<file path="config.mk">
export PLATFORM = sky130hd
export DESIGN_NAME = pnguf_ram
export DESIGN_NICKNAME = d
export VERILOG_FILES = /design/src/pnguf_ram.sv
export SDC_FILE = /design/constraint.sdc
export NUM_CORES = 2
export LEC_CHECK = 0
export ABC_AREA = 1
export ABC_CLOCK_PERIOD_IN_PS = 2000
export BUFFER_PORTS_ARGS = -buffer_cell sky130_fd_sc_hd__buf_2
export CORE_MARGIN = 8
export CORE_UTILIZATION = 45
export CTS_CLUSTER_DIAMETER = 200
export DETAILED_ROUTE_END_ITERATION = 8
export HOLD_SLACK_MARGIN = 0.06
export PLACE_DENSITY_LB_ADDON = 0.25
export SYNTH_ARGS = -nofsm -noshare
export SYNTH_HDL_FRONTEND = slang
export SYNTH_SLANG_ARGS = --single-unit
</file>
<file path="constraint.sdc">
create_clock -name clk -period 2 [get_ports clk]
set_input_delay 0.1 -clock clk [delete_from_list [all_inputs] [get_ports clk]]
set_output_delay 0.1 -clock clk [all_outputs]
set_load 0.03 [all_outputs]
</file>
<file path="src/pnguf_ram.sv">
// ----------------------------------------------------------------------------
// pnguf_ram
// Generic single-clock RAM with one write port and one registered read port.
// ----------------------------------------------------------------------------
module pnguf_ram #(
  parameter int WIDTH = 8,
  parameter int DEPTH = 256
) (
  input  logic                     clk,
  input  logic                     we,
  input  logic [$clog2(DEPTH)-1:0] waddr,
  input  logic [WIDTH-1:0]         wdata,
  input  logic                     re,
  input  logic [$clog2(DEPTH)-1:0] raddr,
  output logic [WIDTH-1:0]         rdata
);

  logic [WIDTH-1:0] mem [DEPTH];

  // Write port and registered read port.
  always_ff @(posedge clk) begin
    if (we) begin
      mem[waddr] <= wdata;
    end
    if (re) begin
      rdata <= mem[raddr];
    end
  end

endmodule

</file>
# ---- Word-level counts from Yosys, hierarchy flattened
# Memories as Yosys holds them, arrays and structs flattened. A register that Yosys moved wholly into a read port is not among the register bits.
# Cells that the tools add are included.
dict set report totals {
  register_bits 0
  ram_bits 2048
  output_inout_bits 8
  elab_cells 3
  memories 1
}
# name words width rd rd_clocked_by_memory_dff write_ports line_no
set memory_table {}
lappend memory_table {mem 256 8 1 1 1 18} ;# logic [WIDTH-1:0] mem [DEPTH];
dict set report op_classes {
  mux 2
}
# cell count
set op_table {}
lappend op_table {{$mux W1} 2}

# ---- Longest topological paths before layout
dict set report logic_depth {
  ltp_word 2
  mapped_depth 15
}

# ---- Worst setup path after synthesis
# Ideal clock, no wire load.
dict set report synth_timing {
  path_type {input -> register}
  start {input we}
  end {memory mem[162][0], enable pin}
  setup_ns 0.370
  arrival_ns 1.221
  setup_slack_ns 0.409
  cell_stages 4
  path_buffers 2
  path_cell_list {clkbuf_1 > nand3_1 > clkbuf_1 > nor2_1}
}
dict set report synth_between {
  elab_chain_cells 2
}
# element line_no
set synth_lines {}
lappend synth_lines {{from (decl)} 10} ;# input logic we,
lappend synth_lines {{$mux W1} 22} ;# if (we) begin
lappend synth_lines {{$mux W1 (implied by the code)} 23} ;# mem[waddr] <= wdata;
lappend synth_lines {{to (decl)} 18}
# No other way between the ends.

==> flow_metrics.tcl <==
set metrics [dict create \
    num_vias 56800 \
    yosys_warnings 0 \
    slowest_delay_ns 0.35 \
    syn_inst 7003 \
    rows 158 \
    start_kind "register" \
    syn_area_sq_um 83500 \
    fin_skew_ns 0.0399 \
    wirelength_um 241000 \
    p_switching_uw 21000 \
    cp_slowest_cell "edfxtp_1" \
    register_area_sq_um 61700 \
    vias_per_cell 5.61 \
    yosys-top-cells-count "nand2_1, edfxtp_1, nand3_1, nor2_1, buf_2" \
    final_nets 7490 \
    grt_pass1_wl_um 357000 \
    slew_viol_final 0 \
    worstPathArrival_ns 2.55 \
    hpwl_um 149000 \
    io-pin-count 35 \
    core_area_sq_um 185000 \
    gr-usage-all-layers_pct 23.7 \
    clkPwrFrac_pct 41.3 \
    avgSynthCellArea_sq_um 11.9 \
    fillers 15400 \
    worstPathRequired_ns 2.60 \
    path_cells "nand2_1 -> nand3_1 -> nand3_1 -> nand3_1 -> nand3_1 -> nand3_1 -> nand3_1 -> buf_4 -> nand2_1 -> nand2_1 -> nand2_1" \
    initial_core_util_pct 45.2 \
    antenna_left 0 \
    synth_ff_type "edfxtp_1" \
    first_pass_iters 9 \
    final_core_util_pct 53.1 \
    syn_to_final_growth_pct 17.7 \
    drc 0 \
    grt_pass1_vias 54800 \
    place_congestion 0.914 \
    htreeDepth 4 \
    finalHoldViolations 0 \
    pwr-share-comb_pct 6.8 \
    routedWlPerCell_um 23.8 \
    clk_pin_slew_worst_paths_ns 0.06 \
    die_height_um 447 \
    drv_cap 0 \
    crit_top_cell "nand3_1" \
    ys_ff_latch 2056 \
    max_slew.worst_pin.slew_ns 0.749 \
    power_switching_share_pct 22.9 \
    busiest_layer "met2" \
    grt_use_met3_pct 4.17 \
    relSlewSlack_pct 50.1 \
    cts_tree "done" \
    synth_top_area_share_pct 74.0 \
    portBuffers 34 \
    antenna_found_initial 7 \
    fp.dieArea_sq_um 200000 \
    seq_area_frac_synth_pct 74.0 \
    grt_max_degree 119 \
    ys_async_sr_fraction_pct 0 \
    fin_crit_ns 1.95 \
    cts_buffer_depth 3 \
    numCtsBuffers 209 \
    cts_root_buffer "clkbuf_16" \
    layout-drive-gt1-share_pct 13.2 \
    grt_util_met2_pct 38.0 \
    p_seq_share_pct 51.8 \
    irDropWorstVdd_v 0.000877 \
    fp.dieW_um 447 \
    crit_path_end_kind "register" \
    grt_use_met1_pct 32.3 \
    fin_ws_ns 0.0547 \
    clkSinkCount 2056 \
    ys_types 13 \
    clk_latency_ns 0.84 \
    p_per_area_nw_per_um2 935 \
    pre_cts_ws_ns -0.351 \
    p_leak_uw 0.0352 \
    dp.cells 9710 \
    cp_max_fo 1 \
    synth_nets 7030 \
    max_freq_ghz 0.514 \
    synth.area.top_cells "edfxtp_1, nand3_1, nand2_1, buf_2, nor2_1" \
    worstHoldPathType "in -> reg" \
    synth_most_common_cell "nand2_1" \
    drtIter0Drc 6822 \
    multi_input_area_sq_um 19200 \
    critPathKind "reg -> reg" \
    synth_edf_count 2056 \
    gr-total-overflow 0 \
    synth.largest_area_cell "edfxtp_1" \
    power_uw 91800 \
    period_share_pct 97.3 \
    setup_viol 0 \
    status "completed" \
    instances_no_fill 10100 \
    intPower_uw 70800 \
]
-- worst max-delay path: cells and delay by family (launching register included) --
family	cells	cell delay, ns
AND/OR/NAND/NOR	10	1.17
flip-flops	1	0.35
buffers and inverters	1	0.17
-- worst paths after layout --
check | startpoint | to | slack, ns | cells past startpoint
hold / removal | waddr[2] | mem[206][5] | 0.13 | 5
setup reg to reg | mem[137][6] | rdata[6] | 0.05 | 11
setup / recovery | mem[137][6] | rdata[6] | 0.05 | 11
hold reg to reg | mem[84][3] | rdata[3] | 1.05 | 10
-- cell type report --
cell class	instances	area share, %
clock buffer	262	5.53
clock inverter	126	1.26
tap	2480	3.16
antenna	2	0.00510
sequential	2056	62.9
inverter	39	0.183
multi-input combinational	4425	19.5
timing repair buffer	732	7.46
-- metal layers --
metal / up-vias / wire length [um]
met3: 459 / 20000
met4: 4 / 10200
met5: - / 21
met2: 2496 / 113000
li1: 25800 / -
met1: 28000 / 97100
-- logic make-up after synthesis --
kind of cell,share of synthesized area [%]
DFF,74.0
buffers and inverters,3.12
and+or+nand+nor,22.9
-- registers in the layout (all words and copies together), names as in the netlist --
signal and flops:
rdata 8, mem 2048
-- cells in the final DEF (no fill, tap or decap), types with 33 or more instances in the layout --
cell type  instances
clkbuf_1          53
clkbuf_16        209
nand2_1         2113
buf_12           140
nor2_1           280
clkinv_2          36
edfxtp_1        2056
buf_4            537
nand3_1         2016
inv_1             33
clkinv_1          56
-- power by group through the flow --
stage          logic, uW  clock network, uW  registers, uW
4_1_cts             6240              38500          47600
5_1_grt             6720              40100          47600
3_3_place_gp        6130                  0          48500
2_1_floorplan       2930                  0          48500
6_report            6270              38000          47600
3_5_place_dp        6180                  0          48500
-- per-stage QoR --
| stage | cell area (sq um) | hold slack [ns] | TNS (ns) |
|---|---|---|---|
| after floorplan | 83500 | 0.199 | 0 |
| after global placement | 91300 | 0.465 | -2.46 |
| after detailed placement | 91300 | 0.473 | -2.47 |
| after CTS | 98200 | 0.0613 | 0 |
| after global routing | 98200 | 0.134 | -0.0360 |
| final | 98200 | 0.131 | 0 |
-- repair_timing --
item,4_1_cts,5_1_grt
endpoints found under the hold margin,2020,0
gates resized for setup,0,7
hold buffers,22,0
setup buffers,0,0
endpoints found under the setup margin,0,63
Note: power is estimated with default switching activity, not from simulation.
