File: src/pnguf_pkg.sv
// ----------------------------------------------------------------------------
// pnguf_pkg
// Shared constants for the PNG scanline unfilter block: row store size,
// field widths, filter type codes and configuration register indexes.
// ----------------------------------------------------------------------------
package pnguf_pkg;

  // Default row store depth in bytes.
  localparam int MAX_ROW_BYTES_DEF = 8192;

  // Field widths.
  localparam int BYTE_W       = 8;
  localparam int ROW_PIXELS_W = 14;
  localparam int CFG_DATA_W   = 14;
  localparam int CFG_INDEX_W  = 1;

  // Filter type codes of filter method 0.
  localparam logic [BYTE_W-1:0] FILT_NONE  = 8'd0;
  localparam logic [BYTE_W-1:0] FILT_SUB   = 8'd1;
  localparam logic [BYTE_W-1:0] FILT_UP    = 8'd2;
  localparam logic [BYTE_W-1:0] FILT_AVG   = 8'd3;
  localparam logic [BYTE_W-1:0] FILT_PAETH = 8'd4;

  // Configuration register indexes.
  localparam logic [CFG_INDEX_W-1:0] REG_ROW_PIXELS = 1'd0;
  localparam logic [CFG_INDEX_W-1:0] REG_COLOR_MODE = 1'd1;

endpackage

File: src/pnguf_recon.sv
// ----------------------------------------------------------------------------
// pnguf_recon
// Byte reconstruction for one filtered sample: None, Sub, Up, Average and
// Paeth rules, with a flag that tells whether the filter type is known.
// ----------------------------------------------------------------------------
module pnguf_recon (
  input  logic [pnguf_pkg::BYTE_W-1:0] raw,
  input  logic [pnguf_pkg::BYTE_W-1:0] code,
  input  logic [pnguf_pkg::BYTE_W-1:0] a,
  input  logic [pnguf_pkg::BYTE_W-1:0] b,
  input  logic [pnguf_pkg::BYTE_W-1:0] c,
  output logic [pnguf_pkg::BYTE_W-1:0] val,
  output logic                         known
);
  import pnguf_pkg::*;

  // Paeth predictor: the neighbor closest to a + b - c, ties to a, then b.
  function automatic logic [BYTE_W-1:0] paeth_pick(
    input logic [BYTE_W-1:0] pa_in,
    input logic [BYTE_W-1:0] pb_in,
    input logic [BYTE_W-1:0] pc_in
  );
    logic signed [BYTE_W+2:0] sa;
    logic signed [BYTE_W+2:0] sb;
    logic signed [BYTE_W+2:0] sc;
    logic signed [BYTE_W+2:0] da;
    logic signed [BYTE_W+2:0] db;
    logic signed [BYTE_W+2:0] dc;
    logic [BYTE_W+2:0]        pa;
    logic [BYTE_W+2:0]        pb;
    logic [BYTE_W+2:0]        pc;
    logic [BYTE_W-1:0]        pick;
    sa = $signed({3'b000, pa_in});
    sb = $signed({3'b000, pb_in});
    sc = $signed({3'b000, pc_in});
    da = sb - sc;
    db = sa - sc;
    dc = sa + sb - (sc <<< 1);
    pa = (da < 0) ? $unsigned(-da) : $unsigned(da);
    pb = (db < 0) ? $unsigned(-db) : $unsigned(db);
    pc = (dc < 0) ? $unsigned(-dc) : $unsigned(dc);
    if (pa <= pb && pa <= pc) begin
      pick = pa_in;
    end else if (pb <= pc) begin
      pick = pb_in;
    end else begin
      pick = pc_in;
    end
    return pick;
  endfunction

  logic [BYTE_W:0] avg_sum;

  assign avg_sum = {1'b0, a} + {1'b0, b};

  // Apply the rule of the row's filter type; sums wrap modulo 256.
  always_comb begin
    known = 1'b1;
    case (code)
      FILT_NONE:  val = raw;
      FILT_SUB:   val = raw + a;
      FILT_UP:    val = raw + b;
      FILT_AVG:   val = raw + avg_sum[BYTE_W:1];
      FILT_PAETH: val = raw + paeth_pick(a, b, c);
      default: begin
        val   = raw;
        known = 1'b0;
      end
    endcase
  end

endmodule

File: config.mk
export PLATFORM = sky130hd
export DESIGN_NAME = pnguf_recon
export DESIGN_NICKNAME = d
export VERILOG_FILES = /design/src/pnguf_pkg.sv /design/src/pnguf_recon.sv
export SDC_FILE = /design/constraint.sdc
export NUM_CORES = 1
export LEC_CHECK = 0
export BUFFER_PORTS_ARGS = -buffer_cell sky130_fd_sc_hd__buf_2
export CAP_MARGIN = 20
export CORE_UTILIZATION = 40
export DETAILED_ROUTE_END_ITERATION = 12
export PLACE_DENSITY = 0.62
export SETUP_SLACK_MARGIN = 0.05
export SLEW_MARGIN = 10
export SYNTH_ARGS = -nofsm -noshare
export SYNTH_HDL_FRONTEND = slang
export SYNTH_SLANG_ARGS = --single-unit
File: constraint.sdc
create_clock -name vclk -period 7.46
set_input_delay 0.373 -clock vclk [all_inputs]
set_output_delay 0.373 -clock vclk [all_outputs]
set_load 0.02 [all_outputs]
# Yosys cells after proc, flatten, opt, wreduce, memory -nomap -nowiden
# Cells that the tools add are included.
# totals
latchBits	0
mem_bits_rw	0
romBits	0
n_memories	0
output_inout_bits	9
ff_bits	0
# classes
n_mul	0
n_mux	8
eq_ne	4
div	0
shift	0
order_cmp	6
n_reduce_logical	3
addsub	12
bitwise	0
# op_table
op	n
$le 11x11->1	3
$mux 11	3
$add 8x8->8	4
$pmux 8 s4	1
$mux 8	3
$neg 9->11	2
$add 8x8->9	2
$lt 9x1->1 const B	2
$sub 8x8->9	2
$eq 8x2->1 const B	2
$neg 10->11	1
$lt 10x1->1 const B	1
$sub 9x9->10	1
$eq 8x1->1 const B	1
$eq 8x3->1 const B	1
$logic_not 8->1	1
$reduce_or 5->1	1
$logic_and 1x1->1	1
$mux 1	1

# Depth between registers and ports, before layout
# depth
word_depth	10
mapped_depth	35
mapped_depth_nobuf	34

# Worst setup path after synthesis
# Ideal clock, no wire load.
# synth_timing
path_type	input-to-output
from	input a[2] (netlist name)
to	output val[7] (netlist name)
required_time_ps	7087
t_arrival_ps	6534
cell_stages	34
setup_slack_ps	553
n_path_buf	1
path_cell_list	inv_1 fa_1 inv_1 ha_1 or3_1 o22ai_2 o21bai_1 o21ai_0 ha_1 nor2b_1 o21a_1 o21a_1 o21a_1 o21ai_0 nand2b_1 maj3_2 a32o_2 a21oi_4 and2_2 buf_2 a21oi_1 o21ai_1 ha_1 a21o_1 a21o_1 a21o_1 a21oi_1 nor2b_1 o21ai_0 nand2b_1 and2_1 o22ai_1 o41a_1 o2111ai_1
# synth_via
elab_chain_cells	10
elab_cells_between_ends	21
# synth_rtl
item	line	rtl
start, declared	pnguf_recon.sv:9	input logic [pnguf_pkg::BYTE_W-1:0] a,
$add 8x8->9	pnguf_recon.sv:38, pnguf_recon.sv:54	
$sub 9x9->10	pnguf_recon.sv:38	dc = sa + sb - (sc <<< 1);
$neg 10->11 or $lt 10x1->1 (tied branches)	pnguf_recon.sv:41	pc = (dc < 0) ? $unsigned(-dc) : $unsigned(dc);
$mux 11	pnguf_recon.sv:41	
$le 11x11->1 (on tied branches)	pnguf_recon.sv:44, pnguf_recon.sv:42	
$mux 8 or $logic_and 1x1->1 (tied branches)	pnguf_recon.sv:44, pnguf_recon.sv:42	
$mux 8	pnguf_recon.sv:42	if (pa <= pb && pa <= pc) begin
$mux 8	pnguf_recon.sv:59	case (code)
$add 8x8->8	pnguf_recon.sv:64	FILT_PAETH: val = raw + paeth_pick(a, b, c);
$pmux 8 s4 *	pnguf_recon.sv:59	
end, declared	pnguf_recon.sv:12	output logic [pnguf_pkg::BYTE_W-1:0] val,
# Every way passes the cells marked *; elsewhere a longest branch is shown, timed or not. The select of a mux whose other input is x is not followed.

# Worst setup path after layout
# Same ends and word-level chain as after synthesis.

==> summary.md <==
| Metric | Value |
|---|---|
| Crit-path slowest cell | fa_1 |
| Max Cap Viol | 0 |
| Router iterations before antenna repair | 4 |
| CP Class | input port to output pin |
| Die Wd | 95.69 um |
| Post-synth top area share | 25.30% |
| Via count | 3488 |
| Unique masters post-synth | 63 |
| CORE AREA | 8341 sq um |
| Max-slew violation count | 0 |
| Syn Inst Count | 474 |
| Hold/Removal Path Class | input port to output pin |
| I/O Buffers | 49 |
| Final Cycle Share | 94.66% |
| Grt ovf | 0 |
| Overall Global Routing Usage | 21.40% |
| Post-CTS setup buffers | 0 |
| CP required | 7.09 ns |
| Num sequential | 0 |
| Peak supply drop | 0.00005831 V |
| Vias in the first global route | 3253 |
| Ports | 49 |
| Run status | complete, no violations |
| Initial Utilization | 42.09% |
| Final HPWL DP | 8.473 mm |
| Placement Rows | 33 |
| Synthesized area per cell | 7.407 sq um |
| Rel. slew slack | 46.23% |
| CP endpoint kind | output pin |
| Number of remaining DRC errors | 0 |
| Antenna violations before repair | 0 |
| DR WL/cell | 14.94 um |
| Most frequent CP cell | nor2_1 |
| Post-DRT Antenna Nets | 0 |
| Synth area leaders | ha_1 25%, xnor2_1 8.0%, fa_1 6.3%, inv_1 6.0%, nor2_1 4.6% |
| FMAX | 141.6 MHz |
| Mapped Area | 3511 sq um |
| CP startpoint kind | input port |
| Minimum clock period | 7.061 ns |
| Die area | 9156 sq um |
| Die height | 95.69 um |
| Largest net degree at the start of global routing | 17 |
| Cell with the most instances after synthesis | ha_1 |
| Slew @ Worst Pin | 0.7953 ns |
| Drt via density | 5.476 |
| Synth area leader | ha_1 |
| Seq/Total Area, Yosys | 0% |
| Fraction of layout cells with a size suffix above 1 | 17.86% |
| Routed wire length | 9.516 mm |
| Total Power | 680.3 uW |
| First-pass GRT wire length | 15.44 mm |
| Final Setup Violations | 0 |
| # diodes | 0 |
| Register area | 0 sq um |
| Yosys warns | 0 |
| Nets | 656 |
| Power Dens Cells | 167.7 nW/um^2 |
| Setup TNS | 0 ns |
| CP arrival | 6.69 ns |
| LEAKAGE | 1.973 nW |
| WHS Path Cells | 3 |
| DRT iter0 DRCs | 83 |
| Clock buf count | 0 |
| RSZ-0062 raised after global routing | false |
| Area delta synth->final | 15.54% |
| CP max FO | 5 |
| Final Hold Viols | 0 |
| Worst path max stage delay | 0.53 ns |
| Commonest cells in the netlist | 71 x ha_1, 56 x inv_1, 43 x nor2_1, 32 x xnor2_1, 31 x a21oi_1 |
| Routability congestion estimate | 0.8629 |
## per-layer routing
layer | vias up | GRT usage (%) | wire [um]
li1 | 1805 | - | -
met1 | 1593 | 27.76 | 4399
met2 | 72 | 38.69 | 4556
met3 | 18 | 0.8772 | 256
met4 | 0 | 5.100 | 303
met5 | - | 0 | 0
## cells by family (layout without fill, tap and decap cells)
family	count (synthesis)	in the layout	share of synthesized area (%)
AOI/OAI and AO/OA	131	131	25.73
and+or+nand+nor	131	131	18.60
adders and majority gates	84	84	32.18
buffers and inverters	63	113	6.807
xor gates and xnor gates	49	49	12.22
muxes	14	14	4.241
other	2	10	0.2139
## critical path, delay by kind of cell
family | cells | cell delay, ns
buffers and inverters | 6 | 0.74
AOI/OAI and AO/OA | 16 | 2.47
xor gates and xnor gates | 1 | 0.26
adders and majority gates | 5 | 1.55
and+or+nand+nor | 9 | 1.27
## metrics by stage
step	area [sq um]	instances	utilization [%]	hold slack [ns]	setup slack (ns)
floorplan	3541	482	-	0.9255	0.5526
CTS	3949	637	47.34	1.111	0.05909
finish	4056	637	48.63	1.109	0.3985
detailed placement	3949	637	47.34	1.109	0.08900
global placement	3949	637	47.34	1.111	0.1415
global route	4056	637	48.63	1.124	0.03386
## repair_timing
item	4_1_cts	5_1_grt
gates resized for setup	0	22
hold buffers	0	0
hold endpoints to repair	0	0
setup endpoints to repair	0	1
## cell usage in the layout (no fill, tap or decap), drive strengths merged, types with 7 or more instances in the layout
| cell type | count |
|---|---|
| a21o | 13 |
| a21oi | 34 |
| buf | 57 |
| conb | 10 |
| fa | 11 |
| ha | 71 |
| inv | 56 |
| mux2 | 7 |
| mux2i | 7 |
| nand2 | 21 |
| nand2b | 10 |
| nand3 | 8 |
| nor2 | 43 |
| nor2b | 7 |
| nor3 | 12 |
| o21a | 15 |
| o21ai | 24 |
| o22ai | 7 |
| xnor2 | 32 |
| xor2 | 17 |
## final timing paths
kind,start,to,slack [ns]
setup / recovery,a[2],val[7],0.40
hold / removal,raw[0],val[0],1.11
## power by group
part,total [mW],internal [mW],switching [mW]
combinational,0.680,0.301,0.379
sequential,0,0,0
clock,0,0,0
total,0.680,0.301,0.379
## final cells by class
| cell class | count | area (sq um) |
|---|---|---|
| repair buffers | 57 | 305.3 |
| inverters | 56 | 210.2 |
| fillers | 848 | 4284 |
| multi-input cells | 419 | 3410 |
| well taps | 105 | 131.4 |
(Power assumes the default switching activity.)
